`src/rtl/svm_pkg.sv`:
```
// ----------------------------------------------------------------------------
// svm_pkg: shared definitions for the stack machine execute unit
// Sizes, opcode and error codes, microcode control word and the microcode ROM.
// ----------------------------------------------------------------------------
package svm_pkg;

  localparam int STACK_DEPTH   = 8;
  localparam int LOCAL_SLOTS   = 8;
  localparam int PROGRAM_DEPTH = 4096;   // power of two, at most 1 << PC_BITS
  localparam int NAME_BITS     = 8;

  localparam int DATA_W  = 64;
  localparam int PC_BITS = 12;
  localparam int SC_W    = $clog2(STACK_DEPTH + 1);
  localparam int SI_W    = (STACK_DEPTH > 1) ? $clog2(STACK_DEPTH) : 1;
  localparam int LC_W    = $clog2(LOCAL_SLOTS + 1);
  localparam int LI_W    = (LOCAL_SLOTS > 1) ? $clog2(LOCAL_SLOTS) : 1;
  localparam logic [PC_BITS-1:0] PC_MASK = PC_BITS'(PROGRAM_DEPTH - 1);

  typedef enum logic [3:0] {
    OP_HALT, OP_LABEL, OP_ALLOC, OP_LOAD, OP_STORE, OP_PUSH, OP_JMP,
    OP_JZ, OP_LT, OP_EQ, OP_AND, OP_ADD, OP_PRINTLN
  } op_t;

  typedef enum logic [2:0] {
    ERR_NONE, ERR_OVERFLOW, ERR_UNDERFLOW, ERR_LOCALS_FULL, ERR_NO_NAME, ERR_BAD_OP
  } err_t;

  typedef enum logic [1:0] {STK_NONE, STK_POP, STK_BIN, STK_PUSH} stk_t;
  typedef enum logic [1:0] {SRC_IMM, SRC_LOCAL, SRC_ALU} src_t;
  typedef enum logic [1:0] {LOC_NONE, LOC_ALLOC, LOC_STORE} loc_t;
  typedef enum logic [1:0] {PC_INC, PC_TARGET, PC_JZ, PC_HOLD} pcs_t;
  typedef enum logic [1:0] {ALU_LT, ALU_EQ, ALU_AND, ALU_ADD} alu_t;

  // One microcode word.
  typedef struct packed {
    logic dispatch;  // read/check step: branch to stop, fault or opcode word
    logic finish;    // last step: commit state, emit the result
    logic fault;     // latch the pending error and stop
    logic halt;
    logic print;
    stk_t stk;
    src_t src;
    loc_t loc;
    pcs_t pcs;
    alu_t alu;
  } ctrl_t;

  localparam int UADDR_W = 4;
  typedef logic [UADDR_W-1:0] uaddr_t;

  localparam uaddr_t U_READ  = UADDR_W'(0);
  localparam uaddr_t U_STOP  = UADDR_W'(1);
  localparam uaddr_t U_FAULT = UADDR_W'(2);
  localparam uaddr_t U_EXEC  = UADDR_W'(3);  // plus opcode

  function automatic ctrl_t ucode(input uaddr_t a);
    ctrl_t c;
    c.dispatch = 1'b0;
    c.finish   = 1'b1;
    c.fault    = 1'b0;
    c.halt     = 1'b0;
    c.print    = 1'b0;
    c.stk      = STK_NONE;
    c.src      = SRC_IMM;
    c.loc      = LOC_NONE;
    c.pcs      = PC_INC;
    c.alu      = ALU_ADD;
    unique case (a)
      U_READ: begin
        c.dispatch = 1'b1;
        c.finish   = 1'b0;
      end
      U_STOP:  c.pcs = PC_HOLD;
      U_FAULT: begin
        c.fault = 1'b1;
        c.pcs   = PC_HOLD;
      end
      U_EXEC + UADDR_W'(OP_HALT): begin
        c.halt = 1'b1;
        c.pcs  = PC_HOLD;
      end
      U_EXEC + UADDR_W'(OP_LABEL): c.pcs = PC_INC;
      U_EXEC + UADDR_W'(OP_ALLOC): begin
        c.stk = STK_POP;
        c.loc = LOC_ALLOC;
      end
      U_EXEC + UADDR_W'(OP_LOAD): begin
        c.stk = STK_PUSH;
        c.src = SRC_LOCAL;
      end
      U_EXEC + UADDR_W'(OP_STORE): begin
        c.stk = STK_POP;
        c.loc = LOC_STORE;
      end
      U_EXEC + UADDR_W'(OP_PUSH): c.stk = STK_PUSH;
      U_EXEC + UADDR_W'(OP_JMP):  c.pcs = PC_TARGET;
      U_EXEC + UADDR_W'(OP_JZ): begin
        c.stk = STK_POP;
        c.pcs = PC_JZ;
      end
      U_EXEC + UADDR_W'(OP_LT): begin
        c.stk = STK_BIN;
        c.src = SRC_ALU;
        c.alu = ALU_LT;
      end
      U_EXEC + UADDR_W'(OP_EQ): begin
        c.stk = STK_BIN;
        c.src = SRC_ALU;
        c.alu = ALU_EQ;
      end
      U_EXEC + UADDR_W'(OP_AND): begin
        c.stk = STK_BIN;
        c.src = SRC_ALU;
        c.alu = ALU_AND;
      end
      U_EXEC + UADDR_W'(OP_ADD): begin
        c.stk = STK_BIN;
        c.src = SRC_ALU;
        c.alu = ALU_ADD;
      end
      U_EXEC + UADDR_W'(OP_PRINTLN): begin
        c.stk   = STK_POP;
        c.print = 1'b1;
      end
      default: begin
        c.dispatch = 1'b1;  // unused addresses fall back to the read step
        c.finish   = 1'b0;
      end
    endcase
    return c;
  endfunction

endpackage

```
`src/rtl/stack_vm_execute_unit.sv`:
```
// ----------------------------------------------------------------------------
// stack_vm_execute_unit: execute stage of a small stack machine
// Runs one decoded instruction per input transfer and reports the next PC.
// ----------------------------------------------------------------------------
// Usage:
//   s_* carries one decoded instruction per transfer into a one-entry input
//   buffer. m_* returns one result per instruction, in order: next PC, the
//   println value (flagged by m_tuser), the halted flag and the sticky error.
//   Control is a 16-word microcode ROM with a micro-PC. Every instruction
//   runs two micro-steps: a read/check step (stack top pair and the matched
//   local are read from their memories into registers, the newest-first name
//   search and the error checks are done, and the micro-PC branches to the
//   stop word, the fault word or the opcode's word) and an execute step
//   (ALU, stack/local write, PC update, result register load).
//   The buffer takes the next transfer in the cycle the current instruction
//   finishes. The result is registered by the execute step.
//   The execute step waits while the output register holds an untaken
//   result; state is committed only when the result is loaded, so a stalled
//   receiver stalls the machine without losing anything.
//   Reset (rst, synchronous) empties both registers and clears stack depth,
//   local count, PC, stop flag and error. Stack and local memories are not
//   cleared; only values from entries already written are ever used.
// ----------------------------------------------------------------------------
module stack_vm_execute_unit (
  input  logic        clk,
  input  logic        rst,
  input  logic        s_tvalid,
  output logic        s_tready,
  // [3:0] req_type, [67:4] immediate, [75:68] name_id, [87:76] jump_target
  input  logic [87:0] s_tdata,
  output logic        m_tvalid,
  input  logic        m_tready,
  // [11:0] next_pc, [75:12] print_value, [76] halted, [79:77] error_code
  output logic [79:0] m_tdata,
  // [0] print_valid
  output logic        m_tuser
);
  import svm_pkg::*;

  // input buffer
  logic                ib_valid;
  op_t                 ib_op;
  logic [DATA_W-1:0]   ib_imm;
  logic [NAME_BITS-1:0] ib_name;
  logic [PC_BITS-1:0]  ib_target;

  // architectural state
  logic [DATA_W-1:0]    stack_mem   [STACK_DEPTH];
  logic [DATA_W-1:0]    local_values[LOCAL_SLOTS];
  logic [NAME_BITS-1:0] local_names [LOCAL_SLOTS];
  logic [SC_W-1:0]      stack_count;
  logic [LC_W-1:0]      local_count;
  logic [PC_BITS-1:0]   pc;
  logic                 stopped;
  err_t                 latched_error;

  // sequencer
  uaddr_t upc, upc_next;
  ctrl_t  ctrl;

  // registered operands from the read step
  logic [DATA_W-1:0] tos, nos, lval;
  logic [LI_W-1:0]   slot_r;
  err_t              err_r;

  logic              out_free, read_go, finish_go;
  logic              found;
  logic [LI_W-1:0]   slot;
  err_t              chk_err;
  logic [SC_W-1:0]   sp_m1, sp_m2, sc_next;
  logic [LC_W-1:0]   lc_next;
  logic [DATA_W-1:0] alu_res, push_data;
  logic [PC_BITS-1:0] pc_inc, pc_next;
  logic              stopped_next;
  err_t              err_next;

  assign ctrl      = ucode(upc);
  assign out_free  = !m_tvalid || m_tready;
  assign read_go   = ctrl.dispatch && ib_valid;
  assign finish_go = ctrl.finish && out_free;
  // buffer frees the cycle the current instruction finishes
  assign s_tready  = !ib_valid || finish_go;

  assign sp_m1 = stack_count - SC_W'(1);
  assign sp_m2 = stack_count - SC_W'(2);

  // newest-first search: a higher valid slot overrides a lower one
  always_comb begin
    found = 1'b0;
    slot  = '0;
    for (int i = 0; i < LOCAL_SLOTS; i++) begin
      if (LC_W'(i) < local_count && local_names[i] == ib_name) begin
        found = 1'b1;
        slot  = LI_W'(i);
      end
    end
  end

  // error checks, in the order each opcode defines
  always_comb begin
    chk_err = ERR_NONE;
    unique case (ib_op)
      OP_HALT, OP_LABEL, OP_JMP: chk_err = ERR_NONE;
      OP_ALLOC: begin
        if (stack_count == '0)                      chk_err = ERR_UNDERFLOW;
        else if (local_count >= LC_W'(LOCAL_SLOTS)) chk_err = ERR_LOCALS_FULL;
      end
      OP_LOAD: begin
        if (!found)                                 chk_err = ERR_NO_NAME;
        else if (stack_count >= SC_W'(STACK_DEPTH)) chk_err = ERR_OVERFLOW;
      end
      OP_STORE: begin
        if (!found)                  chk_err = ERR_NO_NAME;
        else if (stack_count == '0)  chk_err = ERR_UNDERFLOW;
      end
      OP_PUSH: if (stack_count >= SC_W'(STACK_DEPTH)) chk_err = ERR_OVERFLOW;
      OP_JZ, OP_PRINTLN: if (stack_count == '0) chk_err = ERR_UNDERFLOW;
      OP_LT, OP_EQ, OP_AND, OP_ADD: if (stack_count < SC_W'(2)) chk_err = ERR_UNDERFLOW;
      default: chk_err = ERR_BAD_OP;
    endcase
  end

  // micro-PC: conditional branch out of the read step
  always_comb begin
    upc_next = upc;
    if (read_go) begin
      priority if (stopped)              upc_next = U_STOP;
      else if (chk_err != ERR_NONE)      upc_next = U_FAULT;
      else                               upc_next = U_EXEC + UADDR_W'(ib_op);
    end else if (finish_go) begin
      upc_next = U_READ;
    end
  end

  // execute datapath
  always_comb begin
    unique case (ctrl.alu)
      ALU_LT:  alu_res = DATA_W'($signed(nos) < $signed(tos));
      ALU_EQ:  alu_res = DATA_W'(nos == tos);
      ALU_AND: alu_res = nos & tos;
      ALU_ADD: alu_res = nos + tos;
      default: alu_res = nos + tos;
    endcase
    unique case (ctrl.src)
      SRC_IMM:   push_data = ib_imm;
      SRC_LOCAL: push_data = lval;
      SRC_ALU:   push_data = alu_res;
      default:   push_data = ib_imm;
    endcase
    unique case (ctrl.stk)
      STK_NONE: sc_next = stack_count;
      STK_POP:  sc_next = sp_m1;
      STK_BIN:  sc_next = sp_m1;
      STK_PUSH: sc_next = stack_count + SC_W'(1);
      default:  sc_next = stack_count;
    endcase
    lc_next = (ctrl.loc == LOC_ALLOC) ? local_count + LC_W'(1) : local_count;
    pc_inc  = (pc + PC_BITS'(1)) & PC_MASK;
    unique case (ctrl.pcs)
      PC_INC:    pc_next = pc_inc;
      PC_TARGET: pc_next = ib_target & PC_MASK;
      PC_JZ:     pc_next = (tos == '0) ? (ib_target & PC_MASK) : pc_inc;
      PC_HOLD:   pc_next = pc;
      default:   pc_next = pc;
    endcase
    stopped_next = stopped | ctrl.halt | ctrl.fault;
    err_next     = ctrl.fault ? err_r : latched_error;
  end

  // control registers
  always_ff @(posedge clk) begin
    if (rst) begin
      ib_valid      <= 1'b0;
      m_tvalid      <= 1'b0;
      upc           <= U_READ;
      stack_count   <= '0;
      local_count   <= '0;
      pc            <= '0;
      stopped       <= 1'b0;
      latched_error <= ERR_NONE;
    end else begin
      upc <= upc_next;
      if (s_tvalid && s_tready) ib_valid <= 1'b1;
      else if (finish_go)       ib_valid <= 1'b0;
      if (finish_go)     m_tvalid <= 1'b1;
      else if (m_tready) m_tvalid <= 1'b0;
      if (finish_go) begin
        stack_count   <= sc_next;
        local_count   <= lc_next;
        pc            <= pc_next;
        stopped       <= stopped_next;
        latched_error <= err_next;
      end
    end
  end

  // input buffer payload
  always_ff @(posedge clk) begin
    if (s_tvalid && s_tready) begin
      ib_op     <= op_t'(s_tdata[3:0]);
      ib_imm    <= s_tdata[67:4];
      ib_name   <= s_tdata[68 +: NAME_BITS];
      ib_target <= s_tdata[87:76];
    end
  end

  // read step: registered memory reads and check result
  always_ff @(posedge clk) begin
    if (read_go) begin
      tos    <= stack_mem[sp_m1[SI_W-1:0]];
      nos    <= stack_mem[sp_m2[SI_W-1:0]];
      lval   <= local_values[slot];
      slot_r <= slot;
      err_r  <= chk_err;
    end
  end

  // operand stack memory: one write port
  always_ff @(posedge clk) begin
    if (finish_go && ctrl.stk == STK_PUSH) stack_mem[stack_count[SI_W-1:0]] <= push_data;
    else if (finish_go && ctrl.stk == STK_BIN) stack_mem[sp_m2[SI_W-1:0]] <= push_data;
  end

  // locals: alloc appends at the fill point, store rewrites the matched slot
  always_ff @(posedge clk) begin
    if (finish_go && ctrl.loc == LOC_ALLOC) begin
      local_values[local_count[LI_W-1:0]] <= tos;
      local_names[local_count[LI_W-1:0]]  <= ib_name;
    end else if (finish_go && ctrl.loc == LOC_STORE) begin
      local_values[slot_r] <= tos;
    end
  end

  // result register
  always_ff @(posedge clk) begin
    if (finish_go) begin
      m_tdata[11:0]  <= pc_next;
      m_tdata[75:12] <= ctrl.print ? tos : '0;
      m_tdata[76]    <= stopped_next;
      m_tdata[79:77] <= err_next;
      m_tuser        <= ctrl.print;
    end
  end

`ifndef SYNTHESIS
  a_stop_sticky: assert property (@(posedge clk) disable iff (rst)
    stopped |=> stopped) else $error("stop flag cleared without reset");
  a_stack_bound: assert property (@(posedge clk) disable iff (rst)
    stack_count <= SC_W'(STACK_DEPTH)) else $error("stack depth out of range");
  a_local_bound: assert property (@(posedge clk) disable iff (rst)
    local_count <= LC_W'(LOCAL_SLOTS)) else $error("local count out of range");
  a_print_clean: assert property (@(posedge clk) disable iff (rst)
    (m_tvalid && m_tuser) |-> (m_tdata[79:77] == ERR_NONE && !m_tdata[76]))
    else $error("print reported on a stopped machine");
`endif

endmodule
```
`config.mk`:
```
export PLATFORM = sky130hd
export DESIGN_NAME = stack_vm_execute_unit
export DESIGN_NICKNAME = d
export VERILOG_FILES = /design/src/rtl/svm_pkg.sv /design/src/rtl/stack_vm_execute_unit.sv
export SDC_FILE = /design/constraint.sdc
export NUM_CORES = 2
export LEC_CHECK = 0
export BUFFER_PORTS_ARGS = -buffer_cell sky130_fd_sc_hd__buf_4
export CAP_MARGIN = 20
export CELL_PAD_IN_SITES_DETAIL_PLACEMENT = 1
export CELL_PAD_IN_SITES_GLOBAL_PLACEMENT = 2
export CORE_MARGIN = 4
export CORE_UTILIZATION = 42
export DETAILED_ROUTE_END_ITERATION = 16
export PLACE_DENSITY = 0.77
export SETUP_SLACK_MARGIN = 0.2
export SYNTH_ARGS = -nofsm -noshare
export SYNTH_HDL_FRONTEND = slang
export SYNTH_SLANG_ARGS = --single-unit
```
`constraint.sdc`:
```
create_clock -name clk -period 6.7 [get_ports clk]
set_clock_uncertainty 0.2 [all_clocks]
set_input_delay 0.67 -clock clk [delete_from_list [all_inputs] [get_ports clk]]
set_output_delay 0.67 -clock clk [all_outputs]
set_load 0.03 [all_outputs]
```
**Word level (Yosys, flattened, before mapping)**

Memory sizes are Yosys's and may differ from the RTL's. A register that Yosys moved wholly into a read port is not among the register bits.
Cells that the tools add are included.

- Add/subtract/negate cells: 7
- $lt $le $gt $ge: 12
- Equal/unequal tests: 48
- Multiplexer cells: 62
- Bitwise operators: 4
- Reductions and logical operators: 42

Operator list:

| kind | count |
|---|---|
| 64-bit case mux with 4 select lines | 1 |
| 64-bit 2-to-1 mux | 2 |
| 64-bit case mux with 2 select lines | 1 |
| 64-bit OR reduction | 2 |
| 64-bit adder | 1 |
| 64-bit bitwise AND | 1 |
| 64-bit equality test | 1 |
| 8-bit equality test | 8 |
| 64-bit zero test | 1 |
| 64-bit < comparator | 1 |
| 4-bit equality test, second input constant | 13 |
| 12-bit case mux with 4 select lines | 1 |
| 3-bit 2-to-1 mux | 11 |
| 1-bit 2-to-1 mux | 29 |
| 4-bit by 3-bit equality test with 1-bit output, second input constant | 7 |
| 3-bit case mux with 7 select lines | 1 |
| 2-bit case mux with 3 select lines | 3 |
| 2-bit equality test, second input constant | 8 |
| 4-bit by 2-bit equality test with 1-bit output, second input constant | 4 |
| 3-bit by 4-bit < comparator with 1-bit output, first input constant | 4 |
| 4-bit 2-to-1 mux | 4 |
| 1-bit logical AND | 15 |
| 12-bit by 1-bit adder with 12-bit output, second input constant | 1 |
| 4-bit zero test | 3 |
| other kinds (25) | 52 |

- Flip-flop bits (word level): 205
- Bits in writable memories: 1088
- Bits of input ports: 92
- Output and inout port bits: 83
- Word-level logic and storage cells: 195
- Memories: 3

Memories:

| memory | words | width | read ports | clocked after memory_dff | wr ports | line | text |
|---|---|---|---|---|---|---|---|
| local_values | 8 | 64 | 1 | 1 | 1 | stack_vm_execute_unit.sv:49 | `logic [DATA_W-1:0] local_values[LOCAL_SLOTS];` |
| stack_mem | 8 | 64 | 2 | 2 | 1 | stack_vm_execute_unit.sv:48 | `logic [DATA_W-1:0] stack_mem [STACK_DEPTH];` |
| local_names | 8 | 8 | 8 | 0 | 1 | stack_vm_execute_unit.sv:50 | `logic [NAME_BITS-1:0] local_names [LOCAL_SLOTS];` |

**Logic depth before layout (Yosys ltp)**

An unclocked memory read counts as a cell.

- Word-level depth: 17
- Depth in mapped cells: 16
- Mapped depth without buffers: 14

**Worst setup path before layout**

Ideal clock, no wire load.

- Kind: register to register
- Start point: reg stack_count[1]
- End point: mem stack_mem[0][0] (enable)
- Setup time: 0.565 ns
- Arrival: 6.258 ns
- Data required time: 5.935 ns
- Path slack: -0.322 ns
- Cell stages (with the launch flop): 8
- Path buffers: 3
- Clock period less this slack: 7.022 ns
- Cells stage by stage: dfxtp_1 > clkbuf_1 > inv_1 > ha_1 > buf_1 > clkbuf_1 > a31oi_1 > nor3_1

- Word-level cells in the longest chain between the ends: 2

RTL lines:

| item | line | text |
|---|---|---|
| start: declaration | stack_vm_execute_unit.sv:51 | `logic [SC_W-1:0] stack_count;` |
| start signal: assignment | stack_vm_execute_unit.sv:188 | `stack_count <= sc_next;` |
| 3-bit by 2-bit subtractor with 3-bit output | stack_vm_execute_unit.sv:85 | `assign sp_m2 = stack_count - SC_W'(2);` |
| 3-bit 2-to-1 mux (no source line) (*) | n/a |  |
| end: declaration | stack_vm_execute_unit.sv:48 |  |

Every way passes the cells marked *; elsewhere a longest branch is shown, timed or not.

**Worst setup path after layout**

- Start point: reg tos[26] (read register of stack_mem)
- End point: mem stack_mem[7][56] (data pin)

- Word-level cells in the longest chain between the ends: 4

RTL lines:

| item | line | text |
|---|---|---|
| start: declaration | stack_vm_execute_unit.sv:62 | `logic [DATA_W-1:0] tos, nos, lval;` |
| 64-bit adder | n/a |  |
| 64-bit case mux with 4 select lines | stack_vm_execute_unit.sv:137 | `unique case (ctrl.alu)` |
| 64-bit case mux with 2 select lines | stack_vm_execute_unit.sv:144 | `unique case (ctrl.src)` |
| net push_data[56] | stack_vm_execute_unit.sv:72 | `logic [DATA_W-1:0] alu_res, push_data;` |
| 64-bit 2-to-1 mux (no source line) | n/a |  |

The timed path passes the listed nets, and every way through them passes these cells.

==> results.yml <==
critical_path:
  crit_fanout: 11
  timing.rr.start: "tos[26]$_DFFE_PP_"
  reg2reg_slack_ps: 1040
  worstPathRequired_ps: 6980
  worstSetupPathType: "reg -> reg"
  rr_worst_depth: 13
  worstReg2RegEnd: "stack_mem[7][56]$_DFFE_PP_"
  cp-end-kind: "flip-flop"
  cp_data_arrival_time_ps: 5940
  cp-start-kind: "flip-flop"
yosys:
  ys_warn_count: 0
  synth_ff_type: "edfxtp_1"
  yosysUniqueCellTypes: 82
  syn-num-nets: 4623
  async_reset_ff_frac: 0
  netlist_area_um2: 66600
  synth-edff-count: 1455
  netlist_instances: 4388
  seq_area_frac_synth: 0.665
  synth.largest_area_cell: "edfxtp_1"
  synth.area.top_cells: "edfxtp_1, mux4_2, ha_1, nand2_1, mux2_2"
  yosysTopAreaCellShare: 0.656
  ys_ff_latch: 1485
  syn_area_per_cell_um2: 15.2
clock_network:
  clockBufferDepth: 3
  cts_sinks: 1485
  clk_latency_ps: 790
  cts_tree: "built"
  cts_setup_buffers: 0
  htreeDepth: 4
  cts_buffers: 158
  clk_pin_slew_worst_paths_ps: 70
  ctsRootBufferMaster: "clkbuf_16"
finish:
  drive_above_1_share: 0.193
  final_util: 0.487
  finalNetCount: 4876
  syn2layout_area_growth_pct: 14.8
  n_antenna_cell: 0
sta:
  relSlewSlack: 0.240
  period_share: 0.845
  period_minus_slack_ps: 5660
  setup_viol: 0
  slew_violations: 0
  clock.fmax_mhz: 177
  setup_tns_ps: 0
  hold_viol: 0
  rsz0062_at_grt: "false"
  worstMarginPinSlew_ps: 1140
floorplanning:
  dieArea_um2: 165000
  io_pins: 175
  rows: 145
  core_um2: 157000
  initial_core_util: 0.424
  die_h_um: 406
  die_w_um: 406
place:
  place_congestion: 0.877
  dp_hpwl_um: 124000
  portBuffers: 174
drt:
  viasPerCell: 5.94
  drc_errors: 0
  via_count: 40528
  drtIter0Drc: 3957
  wire_per_inst_um: 29.5
  wl_um: 201000
  routed.top_layer: "met4"
  dr_wl_met2_um: 98800
  wl_met1_um: 84700
  antenna_left: 0
  first_pass_iters: 5
  dr_wl_met3_um: 11700
grt:
  grt_max_degree: 131
  grt_pass1_vias: 42515
  antenna_found_initial: 4
  grt_overflow_total: 0
  grt_pass1_wl_um: 295000
  grt_usage: 0.244
hold_path:
  holdPathEnd: "upc[0]$_SDFFE_PP0P_"
  hp-start: "rst"
  hp-class: "in -> reg"
  min_path_cells: 2
power:
  leakage_nw: 26.1
  fin_total_pwr_mw: 23.0
  max-vdd-ir-drop_v: 0.000289
  p_seq_frac: 0.492
  swShare: 0.264
  powerDensity_nw_per_um2: 300
  p_sw_mw: 6.06
  p_int_mw: 16.9
  p_comb_frac: 0.133
  pwr-share-clk: 0.375
run:
  drv_cap: 0
outcome:
  status: "finished clean"
## logic make-up after synthesis
family / count (synthesis) / synth area share
flip-flops: 1485 / 0.665
AND/OR/NAND/NOR: 1044 / 0.0709
AO/OA/AOI/OAI: 639 / 0.0644
multiplexers: 524 / 0.129
buffers and inverters: 414 / 0.0245
adder cells (fa/ha/maj): 143 / 0.0270
XOR/XNOR: 139 / 0.0183
## Yosys cell counts (31+ instances only)
cell type  instances
ha_1             142
nand4_1           31
o21ai_0          108
a21oi_1          223
buf_2             38
edfxtp_1        1455
nor2b_1           34
nor3_1           112
mux2_2           137
buf_1             35
mux2i_1          131
clkbuf_1         165
nand3_1          152
nand2_1          436
xor2_1            37
xnor2_1          102
a32o_1            62
nor2_1           174
mux4_2           256
a22oi_1           38
nor4_1            33
inv_1            165
## state kept, by name, indices dropped and copies added, names as in the netlist, 64 cells and up
register,count
ib_imm,64
local_names,64
local_values,512
lval,64
m_tdata,80
nos,64
stack_mem,512
tos,64
## how the worst max path moves through the flow
stage | startpoint | endpoint | slack [ps]
final | tos[26]$_DFFE_PP_ | stack_mem[7][56]$_DFFE_PP_ | 1040
after global routing | tos[26]$_DFFE_PP_ | stack_mem[7][56]$_DFFE_PP_ | 810
after CTS | tos[26]$_DFFE_PP_ | stack_mem[7][56]$_DFFE_PP_ | 1210
after detailed placement | tos[26]$_DFFE_PP_ | stack_mem[7][56]$_DFFE_PP_ | 1290
after global placement | tos[25]$_DFFE_PP_ | stack_mem[2][56]$_DFFE_PP_ | 1380
after floorplan | upc[3]$_SDFFE_PP0P_ | err_r[0]$_DFFE_PP_ | 1060
## area by class of cell
type | instances | area (µm²)
flip-flops and latches | 1485 | 44300
multi-input cells | 2489 | 20900
clock buffers | 195 | 4250
repair buffers | 339 | 2990
clock inverters | 91 | 766
inverters | 168 | 646
fillers | 15071 | 80500
well taps | 2058 | 2570
## repair_timing
item | in CTS | in global routing
hold buffers | 89 | 0
hold endpoints to repair | 89 | 0
resized for setup | 0 | 0
## stage by stage
step | instances | setup slack [ps] | area [µm²] | hold slack, ps
final | 6825 | 1040 | 76400 | 97.7
after global routing | 6825 | 814 | 76400 | 86.0
after CTS | 6824 | 1210 | 76400 | 42.2
after detailed placement | 6449 | 1290 | 70500 | 256
after global placement | 6447 | 1380 | 70500 | 244
after floorplan | 4388 | 1060 | 66600 | 236
## worst max-delay path: stages, from the launching register on
cell      delay, ps
edfxtp_1        580
inv_1           110
ha_1            400
nor2_1          260
nand2_1         190
nor4_1          690
o311ai_1        210
a21oi_1         640
o21ai_1         390
o221ai_2        370
a31oi_1         280
o21ai_0         290
xnor2_1         100
o21ai_0         630
## power by group through the flow
stage,Combinational [mW],Clock (mW),Sequential [mW]
4_1_cts,3.06,8.75,11.3
3_5_place_dp,3.00,0,11.5
3_3_place_gp,2.96,0,11.5
5_1_grt,3.30,9.18,11.3
2_1_floorplan,1.74,0,11.6
6_report,3.06,8.61,11.3
## metal layers
metal / GRT usage / vias to the layer above
li1: - / 17541
met1: 0.332 / 21300
met2: 0.410 / 1385
met3: 0.0333 / 302
met4: 0.0753 / 0
met5: 0 / -
## cells in the final DEF (no fill, tap or decap), types with 89 or more instances in the layout
cell / count
clkbuf_16: 165
mux2_2: 137
mux2i_1: 131
nand2_1: 434
a21oi_1: 223
edfxtp_1: 1455
xnor2_1: 102
o21ai_0: 108
ha_1: 138
nor3_1: 110
mux4_2: 256
nand3_1: 152
inv_1: 164
dlygate4sd3_1: 89
buf_4: 231
nor2_1: 167
No activity file was read; power rests on OpenSTA's default activity.
